$ cat src/hdl/b64pc_pkg.sv
// Types, constants and the character table of the base64 reply decoder.
// Depends on nothing; used by every module of the block but the checker.
package b64pc_pkg;

	localparam int MAX_CHARS_DEF = 1024;
	localparam int JOB_DEPTH = 4;
	localparam logic [9:0] EXPECTED_RESET = 10'd200;

	localparam logic [7:0] CHAR_HASH  = 8'h23;
	localparam logic [7:0] CHAR_PLUS  = 8'h2B;
	localparam logic [7:0] CHAR_SLASH = 8'h2F;
	localparam logic [7:0] CHAR_ZERO  = 8'h30;
	localparam logic [7:0] CHAR_NINE  = 8'h39;
	localparam logic [7:0] CHAR_UPA   = 8'h41;
	localparam logic [7:0] CHAR_UPZ   = 8'h5A;
	localparam logic [7:0] CHAR_LOA   = 8'h61;
	localparam logic [7:0] CHAR_LOZ   = 8'h7A;

	localparam logic [5:0] SEXTET_PLUS  = 6'd62;
	localparam logic [5:0] SEXTET_SLASH = 6'd63;

	localparam logic [1:0] IDX_STATUS = 2'd3;

	typedef enum logic [1:0] {
		ST_OK  = 2'd0,
		ST_LEN = 2'd1,
		ST_BAD = 2'd2,
		ST_SUM = 2'd3
	} status_t;

	typedef struct packed {
		logic        has_data;
		logic [23:0] bytes;
		logic        has_status;
		status_t     status;
	} job_t;

	// Returns {mapped, value}; mapped is low for any character outside the alphabet.
	function automatic logic [6:0] sextet_of(input logic [7:0] c);
		logic [6:0] r;
		r = '0;
		if (c >= CHAR_UPA && c <= CHAR_UPZ) begin
			r = {1'b1, 6'(c - CHAR_UPA)};
		end else if (c >= CHAR_LOA && c <= CHAR_LOZ) begin
			r = {1'b1, 6'(c - CHAR_LOA + 8'd26)};
		end else if (c >= CHAR_ZERO && c <= CHAR_NINE) begin
			r = {1'b1, 6'(c - CHAR_ZERO + 8'd52)};
		end else if (c == CHAR_PLUS) begin
			r = {1'b1, SEXTET_PLUS};
		end else if (c == CHAR_SLASH) begin
			r = {1'b1, SEXTET_SLASH};
		end
		return r;
	endfunction

endpackage

$ cat src/hdl/b64pc_front.sv
// Front end: takes characters, decodes sextets, tracks the reply and queues jobs.
// Depends on b64pc_pkg.
module b64pc_front #(
	parameter int MAX_CHARS = b64pc_pkg::MAX_CHARS_DEF
) (
	input  logic              clk,
	input  logic              arst_n,
	input  logic              cfg_write,
	input  logic [9:0]        cfg_data,
	input  logic              accept,
	input  logic [7:0]        char_code,
	input  logic              last_char,
	output logic              push,
	output b64pc_pkg::job_t   job
);
	import b64pc_pkg::*;

	localparam int CW = $clog2(MAX_CHARS + 2);
	localparam int CMPW = (CW > 10) ? CW : 10;

	logic [9:0]    expected_q;
	logic [17:0]   buf_q;
	logic [1:0]    pos_q;
	logic [CW-1:0] count_q;
	logic [7:0]    xor_q;
	logic          bad_q;

	logic [6:0]    sx;
	logic          drop;
	logic          bad_n;
	logic [CW-1:0] count_n;
	logic [23:0]   group;
	logic          emit;
	logic [7:0]    xor_n;
	status_t       st;

	always_comb begin
		sx = sextet_of(char_code);
		drop = last_char && (char_code == CHAR_HASH);
		bad_n = bad_q || (!drop && !sx[6]);
		count_n = count_q;
		if (!drop && count_q <= CW'(MAX_CHARS)) begin
			count_n = count_q + 1'b1;
		end
		group = {buf_q, sx[5:0]};
		emit = !drop && (pos_q == 2'd3) && !bad_n;
		xor_n = xor_q;
		if (emit) begin
			xor_n = xor_q ^ group[23:16] ^ group[15:8] ^ group[7:0];
		end
		priority if (count_n == '0 || CMPW'(count_n) != CMPW'(expected_q)
				|| count_n[1:0] != 2'd0) begin
			st = ST_LEN;
		end else if (bad_n) begin
			st = ST_BAD;
		end else if (xor_n != 8'd0) begin
			st = ST_SUM;
		end else begin
			st = ST_OK;
		end
	end

	assign push = accept && (emit || last_char);
	assign job = '{has_data: emit, bytes: group, has_status: last_char, status: st};

	always_ff @(posedge clk or negedge arst_n) begin
		if (!arst_n) begin
			expected_q <= EXPECTED_RESET;
		end else if (cfg_write) begin
			expected_q <= cfg_data;
		end
	end

	always_ff @(posedge clk or negedge arst_n) begin
		if (!arst_n) begin
			buf_q   <= '0;
			pos_q   <= '0;
			count_q <= '0;
			xor_q   <= '0;
			bad_q   <= 1'b0;
		end else if (accept) begin
			if (last_char) begin
				buf_q   <= '0;
				pos_q   <= '0;
				count_q <= '0;
				xor_q   <= '0;
				bad_q   <= 1'b0;
			end else begin
				count_q <= count_n;
				xor_q   <= xor_n;
				bad_q   <= bad_n;
				if (pos_q == 2'd3) begin
					buf_q <= '0;
					pos_q <= '0;
				end else begin
					buf_q <= group[17:0];
					pos_q <= pos_q + 1'b1;
				end
			end
		end
	end

endmodule

$ cat src/hdl/b64pc_fifo.sv
// Short job queue between the front and back ends.
// Depends on b64pc_pkg.
module b64pc_fifo (
	input  logic            clk,
	input  logic            arst_n,
	input  logic            push,
	input  b64pc_pkg::job_t wr_job,
	input  logic            pop,
	output b64pc_pkg::job_t rd_job,
	output logic            full,
	output logic            nonempty
);
	import b64pc_pkg::*;

	localparam int PW = (JOB_DEPTH > 1) ? $clog2(JOB_DEPTH) : 1;
	localparam int NW = $clog2(JOB_DEPTH + 1);

	job_t          mem_q [JOB_DEPTH];
	logic [PW-1:0] wr_ptr_q;
	logic [PW-1:0] rd_ptr_q;
	logic [NW-1:0] count_q;

	assign rd_job = mem_q[rd_ptr_q];
	assign full = (count_q == NW'(JOB_DEPTH));
	assign nonempty = (count_q != '0);

	always_ff @(posedge clk) begin
		if (push) begin
			mem_q[wr_ptr_q] <= wr_job;
		end
	end

	always_ff @(posedge clk or negedge arst_n) begin
		if (!arst_n) begin
			wr_ptr_q <= '0;
			rd_ptr_q <= '0;
			count_q  <= '0;
		end else begin
			if (push) begin
				wr_ptr_q <= (wr_ptr_q == PW'(JOB_DEPTH - 1)) ? '0 : wr_ptr_q + 1'b1;
			end
			if (pop) begin
				rd_ptr_q <= (rd_ptr_q == PW'(JOB_DEPTH - 1)) ? '0 : rd_ptr_q + 1'b1;
			end
			unique case ({push, pop})
				2'b10:   count_q <= count_q + 1'b1;
				2'b01:   count_q <= count_q - 1'b1;
				default: count_q <= count_q;
			endcase
		end
	end

endmodule

$ cat src/hdl/b64pc_back.sv
// Back end: takes jobs from the queue and sends their bytes and status word by word.
// Depends on b64pc_pkg.
module b64pc_back (
	input  logic            clk,
	input  logic            arst_n,
	input  logic            job_avail,
	input  b64pc_pkg::job_t head_job,
	output logic            pop,
	output logic            out_valid,
	input  logic            out_stall,
	output logic            kind,
	output logic [7:0]      data_byte,
	output logic [1:0]      status,
	output logic            last
);
	import b64pc_pkg::*;

	job_t       job_q;
	logic [1:0] idx_q;
	logic       busy_q;
	logic       take;
	logic       final_word;

	assign take = busy_q && !out_stall;
	assign final_word = (idx_q == IDX_STATUS) || (idx_q == 2'd2 && !job_q.has_status);
	assign pop = job_avail && (!busy_q || (take && final_word));

	assign out_valid = busy_q;
	assign kind = (idx_q == IDX_STATUS);
	assign last = kind;
	assign status = kind ? job_q.status : 2'd0;

	always_comb begin
		unique case (idx_q)
			2'd0:    data_byte = job_q.bytes[23:16];
			2'd1:    data_byte = job_q.bytes[15:8];
			2'd2:    data_byte = job_q.bytes[7:0];
			default: data_byte = 8'd0;
		endcase
	end

	always_ff @(posedge clk) begin
		if (pop) begin
			job_q <= head_job;
		end
	end

	always_ff @(posedge clk or negedge arst_n) begin
		if (!arst_n) begin
			busy_q <= 1'b0;
			idx_q  <= '0;
		end else if (pop) begin
			busy_q <= 1'b1;
			idx_q  <= head_job.has_data ? 2'd0 : IDX_STATUS;
		end else if (take) begin
			if (final_word) begin
				busy_q <= 1'b0;
			end else begin
				idx_q <= idx_q + 1'b1;
			end
		end
	end

endmodule

$ cat src/hdl/base64_packet_decode_check.sv
// Base64 reply decoder with XOR checksum: one character is taken per cycle unless stalled.
// A completed group or final character is queued, then held in the back end's job register.
// Output: one word per cycle unless stalled; a four-entry queue sets how far input may lead.
// Sustained input rate is one character per cycle while the output side keeps up.
// Reset clears the reply state and the queue and sets the expected character count to 200.
module base64_packet_decode_check #(
	parameter int MAX_CHARS = b64pc_pkg::MAX_CHARS_DEF
) (
	input  logic       clk,
	input  logic       arst_n,
	input  logic       cfg_valid,
	output logic       cfg_ready,
	input  logic [9:0] cfg_data,
	input  logic       in_valid,
	output logic       in_stall,
	input  logic [7:0] char_code,
	input  logic       last_char,
	output logic       out_valid,
	input  logic       out_stall,
	output logic       kind,
	output logic [7:0] data_byte,
	output logic [1:0] status,
	output logic       last
);
	import b64pc_pkg::*;

	logic accept;
	logic push;
	logic pop;
	logic full;
	logic nonempty;
	job_t wr_job;
	job_t rd_job;

	assign cfg_ready = 1'b1;
	assign in_stall = full;
	assign accept = in_valid && !full;

	b64pc_front #(
		.MAX_CHARS(MAX_CHARS)
	) u_front (
		.clk(clk),
		.arst_n(arst_n),
		.cfg_write(cfg_valid && cfg_ready),
		.cfg_data(cfg_data),
		.accept(accept),
		.char_code(char_code),
		.last_char(last_char),
		.push(push),
		.job(wr_job)
	);

	b64pc_fifo u_fifo (
		.clk(clk),
		.arst_n(arst_n),
		.push(push),
		.wr_job(wr_job),
		.pop(pop),
		.rd_job(rd_job),
		.full(full),
		.nonempty(nonempty)
	);

	b64pc_back u_back (
		.clk(clk),
		.arst_n(arst_n),
		.job_avail(nonempty),
		.head_job(rd_job),
		.pop(pop),
		.out_valid(out_valid),
		.out_stall(out_stall),
		.kind(kind),
		.data_byte(data_byte),
		.status(status),
		.last(last)
	);

endmodule

$ cat config.mk
export PLATFORM = sky130hd
export DESIGN_NAME = base64_packet_decode_check
export DESIGN_NICKNAME = d
export VERILOG_FILES = /design/src/hdl/b64pc_pkg.sv /design/src/hdl/b64pc_front.sv /design/src/hdl/b64pc_fifo.sv /design/src/hdl/b64pc_back.sv /design/src/hdl/base64_packet_decode_check.sv
export SDC_FILE = /design/constraint.sdc
export NUM_CORES = 1
export LEC_CHECK = 0
export ABC_AREA = 1
export BUFFER_PORTS_ARGS = -buffer_cell sky130_fd_sc_hd__buf_2
export CORE_ASPECT_RATIO = 1.1
export CORE_MARGIN = 2
export CORE_UTILIZATION = 55
export DETAILED_ROUTE_END_ITERATION = 10
export PLACE_DENSITY = 0.7
export SETUP_SLACK_MARGIN = 0.5
export SKIP_LAST_GASP = 1
export SYNTH_ARGS = -nofsm -noshare
export SYNTH_HDL_FRONTEND = slang
export SYNTH_HIERARCHICAL = 1
export SYNTH_SLANG_ARGS = --single-unit
$ cat constraint.sdc
create_clock -name clk -period 6.1 [get_ports clk]
set_clock_uncertainty 0.15 [all_clocks]
set_input_delay 0.61 -clock clk [delete_from_list [all_inputs] [get_ports clk]]
set_output_delay 0.61 -clock clk [all_outputs]
set_load 0.1 [all_outputs]
After elaboration in Yosys (flattened, before gate mapping)
Memories as Yosys holds them, arrays and structs flattened. Cells that the tools add are included.

Add/sub/neg operators: 12. Reductions and logical operators: 37. Eq/ne operators: 14. Multiplexer cells: 31. Bitwise logic cells: 3. $lt $le $gt $ge: 7.

Operator list (count): 18-bit 2-to-1 mux (2); 7-bit 2-to-1 mux (5); 8-bit by 6-bit == test with 1-bit output (second input constant) (3); 2-bit 2-to-1 mux (12); 8-bit case mux with 3 select lines (1); 8-bit bitwise XOR (3); 11-bit 2-to-1 mux (2); 8-bit by 7-bit greater-or-equal comparator with 1-bit output (second input constant) (2); 8-bit by 7-bit less-or-equal comparator with 1-bit output (second input constant) (2); 8-bit 2-to-1 mux (2); 1-bit logical AND (14); 2-bit == test (second input constant) (6); 6-bit subtractor (second input constant) (2); 11-bit by 1-bit adder with 11-bit output (second input constant) (1); 11-bit less-or-equal comparator (second input constant) (1); 11-bit zero test (1); 11-bit by 10-bit inequality test with 1-bit output (1); 2-bit by 1-bit adder with 2-bit output (second input constant) (4); 8-bit by 6-bit greater-or-equal comparator with 1-bit output (second input constant) (1); 8-bit by 6-bit less-or-equal comparator with 1-bit output (second input constant) (1); 2-bit nonzero test (4); 8-bit nonzero test (1); 1-bit zero test (7); 6-bit by 5-bit adder with 6-bit output (second input constant) (1); 13 further kinds (25).

Bits of input ports: 24. Output and inout port bits: 15. RAM bits: 112. Memories kept: 1. Register bits: 87.

Memories: u_fifo.mem_q (words 4, width 28, rd ports 1, clocked after Yosys merged registers in 0, write ports 1, RTL line b64pc_fifo.sv:18) `job_t mem_q [JOB_DEPTH];`.

Depth between registers and ports, before layout
Word-level depth: 16. Depth in mapped cells: 23. Mapped depth without buffers: 21.

By module
The synthesis kept the hierarchy.

Modules (own cells, without submodules): b64pc_fifo (seq. area each 3538.4 sq um, cells each 437, times used 1, area an instance 5093.6 sq um); b64pc_front (seq. area each 1255.0 sq um, cells each 494, times used 1, area an instance 3565.9 sq um); b64pc_back (seq. area each 885.8 sq um, cells each 118, times used 1, area an instance 1337.5 sq um); base64_packet_decode_check (seq. area each 0.0 sq um, cells each 4, times used 1, area an instance 21.3 sq um).

Least setup slack after synthesis
OpenSTA, ideal clock, no wires.

Path type: register to register. Start: reg u_fifo.count_q[0]. End: reg u_fifo.count_q[1]. Period minus slack after synthesis: 4.328 ns. Library setup time: 0.117 ns. Data arrival time: 4.062 ns. Path slack: 1.772 ns. Cell stages (with the launch flop): 11. Cells stage by stage: dfrtp_1 -> nor3_1 -> nor2_2 -> clkbuf_1 -> o21a_1 -> clkbuf_1 -> inv_1 -> ha_1 -> fa_1 -> nand2_1 -> nand2_1.

Word-level cells in the longest chain between the ends: 6.

Ends and longest elaborated chain: start: declaration (RTL line b64pc_fifo.sv:21) `logic [NW-1:0] count_q;`; start signal: assignment (RTL line b64pc_fifo.sv:46) `2'b10: count_q <= count_q + 1'b1;`; start signal: assignment (RTL line b64pc_fifo.sv:47) `2'b01: count_q <= count_q - 1'b1;`; start signal: assignment (RTL line b64pc_fifo.sv:48) `default: count_q <= count_q;`; 3-bit == test * (RTL line b64pc_fifo.sv:24) `assign full = (count_q == NW'(JOB_DEPTH));`; named net in_stall (RTL line base64_packet_decode_check.sv:15) `output logic in_stall,`; 1-bit zero test * (RTL line base64_packet_decode_check.sv:37) `assign accept = in_valid && !full;`; 1-bit logical AND * (RTL line base64_packet_decode_check.sv:37); named net accept (RTL line base64_packet_decode_check.sv:27) `logic accept;`; 1-bit logical AND * (RTL line b64pc_front.sv:63) `assign push = accept && (emit || last_char);`; named net push (RTL line base64_packet_decode_check.sv:28) `logic push;`; 2-bit by 1-bit == test with 1-bit output / 2-bit == test (equally long branches) (RTL line b64pc_fifo.sv:45) `unique case ({push, pop})`; 3-bit case mux with 2 select lines / 2-bit nonzero test (equally long branches).

The timed path passes the listed nets; every way through them passes the cells marked *. A chain may end at the register's enable or synchronous reset.

==> impl_metrics.yaml <==
yosys:
  ys_types: 41
  ys_seq_area_frac: 0.567
  netlist_area_um2: 10000
  synth_fp_nets: 1101
  syn_area_per_cell_um2: 9.51
  ys_seq_elements: 199
  synth-main-ff-cell: "edfxtp_1"
  synth_edf_count: 139
  async_flop_share: 0.302
  synth_top_area_share: 0.417
  netlist_instances: 1053
  synthTopCellsByCount: "nand2_1 (304), inv_1 (153), edfxtp_1 (139)"
  synth_area_leader_cell: "edfxtp_1"
  synth_area_leaders: "edfxtp_1 (42%), dfrtp_1 (14%), nand2_1 (11%)"
  ys_warn_count: 6
  synthMostInstantiatedCell: "nand2_1"
routing:
  drt-pass1-iter-count: 4
  vias: 6641
  vias_per_cell: 5.01
  avgRoutedWirePerCell_um: 14.0
  ant_nets: 0
  route.detailed.drc: 0
  wirelength_um: 18600
  drt_iter0_drc: 444
cells_and_area:
  fillers: 1498
  syn2layout_area_growth_pct: 8.50
  nets: 1123
  drive_gt1_frac: 0.122
  diodes: 0
placement:
  hpwl_um: 12700
  place.port_buffers: 37
  gp_congestion: 0.850
critical_path:
  critPathArrivalTime_ns: 3.53
  rrSetupSlack_ns: 2.77
  worstPathRequired_ns: 5.98
  start_kind: "input pin"
  cp_max_fo: 28
  worstSetupEndpointType: "flop"
  path_class: "in -> reg"
timing:
  post-route-period-util: 0.597
  finalSetupTns_ns: 0
  max_freq_mhz: 275
  relSlewSlack: 0.197
  setup_viol: 0
  drv_slew: 0
  fin_crit_ns: 3.64
  rsz0062_at_grt: "false"
  worst_slew_pin_slew_ns: 1.20
  hold_viol: 0
die:
  die_w_um: 133
  coreArea_um2: 17800
  start_util: 0.563
  std_cell_rows: 51
  die-area_um2: 19300
  fp.dieH_um: 146
  pin_count: 39
cts:
  post_cts_buffers: 0
  clockRootBuffer: "clkbuf_16"
  cts_tree: "done"
  clock_latency_ns: 0.44
  clock-sinks: 199
  cts_buffer_depth: 2
  cts_resized: 0
  path_clk_slew_ns: 0.07
  htree_levels: 4
  cts_made_buffers: 17
  hold_buffers: 0
power_and_ir_drop:
  power_mw: 4.93
  p_leak_nw: 4.91
  pwr_density_cell_nw_per_um2: 454
  ir_drop_mv: 0.467
global_route:
  track_usage: 0.204
  grt_pass1_wl_um: 31400
  antenna_found_initial: 0
  grt_max_degree: 61
  overflow: 0
  grt_pass1_vias: 6448
status:
  status: "finished clean"
min_path:
  worstHoldPathType: "in -> async"
job:
  drv_cap: 0
-- cell usage in the layout (no fill, tap or decap), types with 9 or more instances in the layout --
cell type and instances:
nand2_1 304, inv_1 152, edfxtp_1 139, nor2_1 90, nand3_1 57, dfrtp_1 56, buf_2 37, o21ai_0 28
o22ai_1 27, ha_1 23, o211ai_2 20, xor2_1 20, clkbuf_16 17, xnor2_1 13, o211ai_1 9
-- sequential cells by signal, summed over array words and instances (netlist names), 2 cells and up --
register and count:
u_fifo/mem_q 112, u_back/job_q 27, u_front/buf_q 18, u_front/count_q 11
u_front/expected_q 10, u_front/xor_q 8, u_fifo/count_q 3, u_back/idx_q 2
u_fifo/rd_ptr_q 2, u_fifo/wr_ptr_q 2, u_front/pos_q 2
-- cell type report --
class / instances / area, µm² / share of cell area
flip-flops and latches: 199 / 5680 / 0.523
repair buffers: 44 / 238 / 0.0219
clock inverters: 12 / 151 / 0.0139
inverters: 161 / 609 / 0.0561
well taps: 238 / 298 / 0.0274
clock buffers: 20 / 437 / 0.0402
multi-input cells: 652 / 3450 / 0.318
-- path summary, 6_finish.rpt --
check                                               from                                 to  cells after the start
max                                         char_code[2]      u_fifo/mem_q[0][10]$_DFFE_PP_                     15
min                                               arst_n  u_front/expected_q[1]$_DFFE_PN0P_                      2
max reg2reg                u_fifo/count_q[0]$_DFFE_PN0P_      u_front/buf_q[17]$_DFFE_PN0P_                      9
min reg2reg                u_fifo/count_q[2]$_DFFE_PN0P_      u_fifo/count_q[2]$_DFFE_PN0P_                      2
max in group asynchronous                         arst_n     u_fifo/rd_ptr_q[0]$_DFFE_PN0P_                      2
min in group clk                             cfg_data[6]  u_front/expected_q[6]$_DFFE_PN1P_                      3
-- metrics by stage --
| step | utilization | instances | area (µm²) | setup WS [ns] | hold WS, ns |
|---|---|---|---|---|---|
| floorplan | - | 1053 | 10000 | 1.77 | 0.164 |
| global placement | 0.578 | 1294 | 10300 | 2.03 | 0.310 |
| detailed placement | 0.578 | 1294 | 10300 | 1.99 | 0.318 |
| CTS | 0.611 | 1326 | 10900 | 2.44 | 0.212 |
| global route | 0.611 | 1326 | 10900 | 2.08 | 0.237 |
| finish | 0.611 | 1326 | 10900 | 2.46 | 0.185 |
-- worst max-delay path: stages --
cell	delay, ns
buf_2	0.16
inv_1	0.13
ha_1	0.30
nand2_1	0.10
nand2_1	0.06
nand2_1	0.07
nand2_1	0.05
nand2_1	0.17
nand2_1	0.12
nand3_2	0.09
nand2_2	0.08
nor2_4	0.31
o21a_1	0.31
nand2_1	0.08
inv_1	0.87
-- per-layer routing --
metal | up-vias | track usage | share of wire
li1 | 3443 | - | -
met1 | 3081 | 0.262 | 0.47
met2 | 99 | 0.354 | 0.50
met3 | 18 | 0.0345 | 0.026
met4 | 0 | 0.0640 | 0.012
met5 | - | 0 | 0
-- where the power goes --
group	total [mW]	internal (mW)	switching, mW
clock	1.12	0.644	0.476
combinational	1.81	0.482	1.33
sequential	2.00	1.81	0.193
-- logic make-up after synthesis --
logic type,after synthesis,share of synthesized area
adders and majority gates,24,0.0307
muxes,5,0.00562
other,1,0.000374
AOI/OAI and AO/OA,103,0.0742
xor gates and xnor gates,33,0.0289
DFF,199,0.567
and+or+nand+nor,486,0.205
buffers and inverters,202,0.0883
Power figures use the tool's default switching activity.
